File: src/hdl/trial_division_prime_test_defines.svh
// ---------------------------------------------------------------------------
// Assertion macros for the trial-division prime tester
// Clocked on clk and disabled while rst_n is low in the using module.
// ---------------------------------------------------------------------------
`ifndef TRIAL_DIVISION_PRIME_TEST_DEFINES_SVH
`define TRIAL_DIVISION_PRIME_TEST_DEFINES_SVH

`ifndef SYNTH

// same-cycle implication
`define TDPT_ASSERT_IMP(label, ante, cons) \
  label: assert property (@(posedge clk) disable iff (!rst_n) (ante) |-> (cons)) \
    else $error("tdpt assertion failed");

// next-cycle implication
`define TDPT_ASSERT_NXT(label, ante, cons) \
  label: assert property (@(posedge clk) disable iff (!rst_n) (ante) |=> (cons)) \
    else $error("tdpt assertion failed");

`else

`define TDPT_ASSERT_IMP(label, ante, cons)
`define TDPT_ASSERT_NXT(label, ante, cons)

`endif

`endif

File: src/hdl/tdpt_pkg.sv
// ---------------------------------------------------------------------------
// tdpt_pkg
// Shared types and constants of the trial-division prime tester.
// ---------------------------------------------------------------------------
package tdpt_pkg;

  localparam int CAND_W      = 32;  // candidate field width
  localparam int IN_TDATA_W  = 32;  // candidate, byte padded
  localparam int OUT_TDATA_W = 8;   // is_prime, byte padded
  localparam int DIV_START   = 2;   // first trial divisor

  // controller -> datapath
  typedef struct packed {
    logic load;      // capture candidate, divisor = 2
    logic init_div;  // clear remainder, restart bit counter
    logic div_step;  // one restoring remainder step
    logic next_div;  // divisor + 1, square follows
  } tdpt_cmd_t;

  // datapath -> controller
  typedef struct packed {
    logic below_two;  // number below 2
    logic past_root;  // divisor squared exceeds number
    logic div_last;   // last remainder step in progress
    logic rem_zero;   // remainder is zero
  } tdpt_sts_t;

endpackage

File: src/hdl/tdpt_ctrl.sv
// ---------------------------------------------------------------------------
// tdpt_ctrl
// Controller: sequences the trials and holds the result register.
// ---------------------------------------------------------------------------
`include "trial_division_prime_test_defines.svh"

module tdpt_ctrl (
  input  logic                 clk,
  input  logic                 rst_n,
  input  logic                 in_tvalid,
  output logic                 in_tready,
  output logic                 out_tvalid,
  input  logic                 out_tready,
  output logic                 out_prime,
  output tdpt_pkg::tdpt_cmd_t  cmd,
  input  tdpt_pkg::tdpt_sts_t  sts
);
  import tdpt_pkg::*;

  typedef enum logic [2:0] {
    S_IDLE,
    S_CHECK,   // bound test for the current divisor
    S_DIV,     // remainder steps
    S_TEST,    // zero remainder?
    S_DONE     // wait for free result slot
  } state_t;

  state_t state_r, state_nxt;
  logic   verdict_r, verdict_nxt;
  logic   out_tvalid_r, out_tvalid_nxt;
  logic   out_prime_r, out_prime_nxt;
  logic   slot_free;

  assign slot_free = !out_tvalid_r || out_tready;
  assign in_tready = state_r == S_IDLE;

  always_comb begin
    state_nxt      = state_r;
    verdict_nxt    = verdict_r;
    out_tvalid_nxt = out_tvalid_r && !out_tready;
    out_prime_nxt  = out_prime_r;
    cmd            = '0;
    case (state_r)
      S_IDLE: begin
        if (in_tvalid) begin
          cmd.load  = 1'b1;
          state_nxt = S_CHECK;
        end
      end
      S_CHECK: begin
        if (sts.below_two) begin
          verdict_nxt = 1'b0;
          state_nxt   = S_DONE;
        end else if (sts.past_root) begin
          verdict_nxt = 1'b1;
          state_nxt   = S_DONE;
        end else begin
          cmd.init_div = 1'b1;
          state_nxt    = S_DIV;
        end
      end
      S_DIV: begin
        cmd.div_step = 1'b1;
        if (sts.div_last) begin
          state_nxt = S_TEST;
        end
      end
      S_TEST: begin
        if (sts.rem_zero) begin
          verdict_nxt = 1'b0;
          state_nxt   = S_DONE;
        end else begin
          cmd.next_div = 1'b1;
          state_nxt    = S_CHECK;
        end
      end
      S_DONE: begin
        if (slot_free) begin
          out_tvalid_nxt = 1'b1;
          out_prime_nxt  = verdict_r;
          state_nxt      = S_IDLE;
        end
      end
      default: begin
        state_nxt = S_IDLE;
      end
    endcase
  end

  always_ff @(posedge clk) begin
    if (!rst_n) begin
      state_r      <= S_IDLE;
      out_tvalid_r <= 1'b0;
    end else begin
      state_r      <= state_nxt;
      out_tvalid_r <= out_tvalid_nxt;
    end
    verdict_r   <= verdict_nxt;
    out_prime_r <= out_prime_nxt;
  end

  assign out_tvalid = out_tvalid_r;
  assign out_prime  = out_prime_r;

  `TDPT_ASSERT_NXT(a_accept_to_check, in_tvalid && in_tready, state_r == S_CHECK)
  `TDPT_ASSERT_NXT(a_last_step_to_test, state_r == S_DIV && sts.div_last, state_r == S_TEST)
  `TDPT_ASSERT_NXT(a_done_delivers, state_r == S_DONE && slot_free,
                   state_r == S_IDLE && out_tvalid_r)
  `TDPT_ASSERT_IMP(a_new_result_from_done, $rose(out_tvalid_r), $past(state_r == S_DONE))

endmodule

File: config.mk
export PLATFORM = sky130hd
export DESIGN_NAME = tdpt_ctrl
export DESIGN_NICKNAME = d
export VERILOG_FILES = /design/src/hdl/tdpt_pkg.sv /design/src/hdl/tdpt_ctrl.sv
export VERILOG_INCLUDE_DIRS = /design/src /design/src/hdl
export SDC_FILE = /design/constraint.sdc
export NUM_CORES = 1
export LEC_CHECK = 0
export BUFFER_PORTS_ARGS = -buffer_cell sky130_fd_sc_hd__buf_2
export CORE_AREA = 2 2 39 41
export CTS_CLUSTER_SIZE = 12
export DETAILED_ROUTE_END_ITERATION = 8
export DIE_AREA = 0 0 41 43
export PLACE_DENSITY = 0.44
export SYNTH_ARGS = -nofsm -noshare
export SYNTH_HDL_FRONTEND = slang
export SYNTH_SLANG_ARGS = --single-unit
File: constraint.sdc
create_clock -name clk -period 1.9 [get_ports clk]
set_clock_uncertainty 0.05 [all_clocks]
set_input_delay 0.38 -clock clk [delete_from_list [all_inputs] [get_ports clk]]
set_output_delay 0.38 -clock clk [all_outputs]
set_load 0.1 [all_outputs]
==> impl_metrics.py <==
metrics = {
    "layout": {
        "nets": 57,
        "n_fill_cell": 156,
        "drive_gt1_share_pct": 50.0,
        "fin_cells": 64,
        "final_common_cell": "buf_2",
        "antenna_cells": 0,
        "area_growth_pct": 55.5,
        "utilization_pct": 34.4,
    },
    "timing": {
        "period_share_pct": 93.9,
        "slew_violations": 0,
        "fmax_mhz": 560,
        "min_period_ns": 1.78,
        "hold_viol": 0,
        "finalSetupViolCount": 0,
        "hold_slack_ns": 0.324,
        "fin_ws_ns": 0.115,
        "relSlewSlack_pct": 67.8,
        "worst_slew_pin_slew_ns": 0.486,
        "rsz0062_at_grt": "false",
    },
    "global_routing": {
        "overflow": 0,
        "grt_pass1_vias": 270,
        "grt_max_degree": 9,
        "grt_usage_pct": 9.05,
        "antenna_found_initial": 0,
        "grt_pass1_wl_um": 1010,
    },
    "floorplanning": {
        "ios": 15,
        "dieArea_um2": 1760,
        "start_util_pct": 22.2,
        "fp.coreArea_um2": 1380,
        "die_w_um": 41,
        "die_y_um": 43,
        "row_count": 14,
    },
    "clocking": {
        "clock_path_buffers": 2,
        "post_cts_buffers": 0,
        "clkTransAtPathRegs_ns": 0.05,
        "clkLatencyLatePin_ns": 0.24,
        "cts_inserted_buffers": 3,
        "htree_levels": 1,
        "cts_tree": "done",
        "cts-root-buf": "clkbuf_4",
        "clkSinkCount": 6,
    },
    "worst_setup_path": {
        "cpPeakStageDelay_ns": 0.41,
        "timing.rr.end": "verdict_r",
        "cp-start-kind": "flip-flop",
        "cp.required_ns": 1.47,
        "crit_family": "flip-flops",
        "r2r-start": "state_r[1]",
        "cp-end-kind": "primary output",
        "rrSetupSlack_ns": 0.67,
        "worstSetupPathType": "reg2out",
        "cp_slowest_cell": "dfxtp_1",
        "r2r.worst_path.cells": 3,
        "cp_max_fo": 8,
        "crit_path_cell_trace": "nor3_4 -> and2_2 -> buf_2",
        "crit_arrival_ns": 1.35,
        "path_buf_inv": 1,
        "cp.depth": 3,
    },
    "detailed_routing": {
        "drt_iter0_drc": 1,
        "drtAntennaViolNets": 0,
        "drtPass1Iterations": 2,
        "finalWirelength_um": 587,
        "drc_errors": 0,
        "wl_per_cell_um": 9.17,
        "num_vias": 271,
        "viasPerCell": 4.23,
    },
    "yosys": {
        "synth.top_cell.area_share_pct": 26.1,
        "yosys.area.top_type": "dfxtp_1",
        "yosysSeqAreaShare_pct": 45.7,
        "syn-instance-count": 31,
        "avgSynthCellArea_um2": 9.89,
        "synthTopCellsByArea": "dfxtp_1 (26%), edfxtp_1 (20%), nor3b_2 (8.2%)",
        "ys_warn_count": 0,
        "syn_nets": 39,
        "ys_ff_latch": 6,
        "synth_cell_types": 19,
        "synth_area_um2": 307,
    },
    "run": {
        "cap_violations": 0,
    },
    "status": {
        "outcome": "complete, no violations",
    },
    "hold_path": {
        "holdPathStages": 2,
        "hold_path.class": "in2reg",
        "hp-start": "rst_n",
        "holdPathEnd": "out_tvalid",
    },
    "place": {
        "dp_cells": 60,
        "dp_slack_ns": 0.311,
        "io_buffer_count": 14,
        "gp_congestion": 0.636,
    },
    "pwr": {
        "power_density_nw_per_um2": 813,
        "p_leak_nw": 0.205,
        "irDropWorstVdd_v": 0.000227,
    },
}
==> final cells by class <==
type / count / area (um2) / share of cell area [%]
Multi-Input combinational cell: 21 / 163 / 34.1
Sequential cell: 6 / 141 / 29.7
Timing Repair Buffer: 14 / 115 / 24.1
Clock buffer: 4 / 26.3 / 5.51
Tap cell: 16 / 20.0 / 4.20
Inverter: 3 / 11.3 / 2.36
==> repair_timing <==
item                                   CTS  global route
gates resized for setup                  0             1
endpoints found under the hold margin    0             0
hold buffers                             0             0
setup endpoints to repair                0             2
==> worst max path at each step <==
stage | from | end | slack [ns]
2_1_floorplan | state_r[0] | cmd[3] | -0.39
3_3_place_gp | state_r[0] | cmd[3] | 0.32
3_5_place_dp | state_r[0] | cmd[3] | 0.31
4_1_cts | state_r[0] | cmd[2] | 0.05
5_1_grt | state_r[2] | cmd[3] | 0.04
6_report | state_r[1] | cmd[3] | 0.12
==> state kept, by name, summed over array words and instances, names as in the netlist <==
register    cells
out_prime       1
verdict_r       1
state_r         3
out_tvalid      1
==> cell families (layout without fill, tap and decap cells) <==
| logic type | after synthesis | count (layout) | share of synthesized area (%) |
|---|---|---|---|
| AO/OA/AOI/OAI | 5 | 5 | 12.2 |
| buffers and inverters | 4 | 21 | 6.12 |
| flip-flops | 6 | 6 | 45.7 |
| multiplexers | 1 | 1 | 3.27 |
| AND/OR/NAND/NOR | 15 | 15 | 32.7 |
==> cell usage after synthesis, drive strengths merged <==
cell	count
nor3b	2
buf	1
edfxtp	2
nand2b	1
nor2b	3
o21a	1
and2	2
dfxtp	4
nor3	2
a221oi	1
nand2	2
inv	3
o311ai	1
a21boi	1
nor2	2
mux2i	1
nand3b	1
a21oi	1
==> per-stage QoR <==
stage | area, um2 | power [mW] | TNS (ns)
2_1_floorplan | 322 | 0.242 | -1.04
3_3_place_gp | 449 | 0.264 | 0
3_5_place_dp | 449 | 0.264 | 0
4_1_cts | 475 | 0.394 | 0
5_1_grt | 477 | 0.408 | 0
6_report | 477 | 0.388 | 0
==> power by group <==
group	internal (mW)	total, mW	switching, mW
Clock	0.0796	0.126	0.0469
Combinational	0.0307	0.110	0.0792
Sequential	0.141	0.151	0.0105
==> metal layers <==
metal	up-vias	wire length, um	global-route usage, %	share of wire [%]
met3	0	65	4.71	11
met1	121	254	11.3	43
met5	-	0	0	0
li1	142	-	-	-
met4	0	0	8.00	0
met2	8	267	10.6	45
Note: power is estimated with default switching activity, not from simulation.
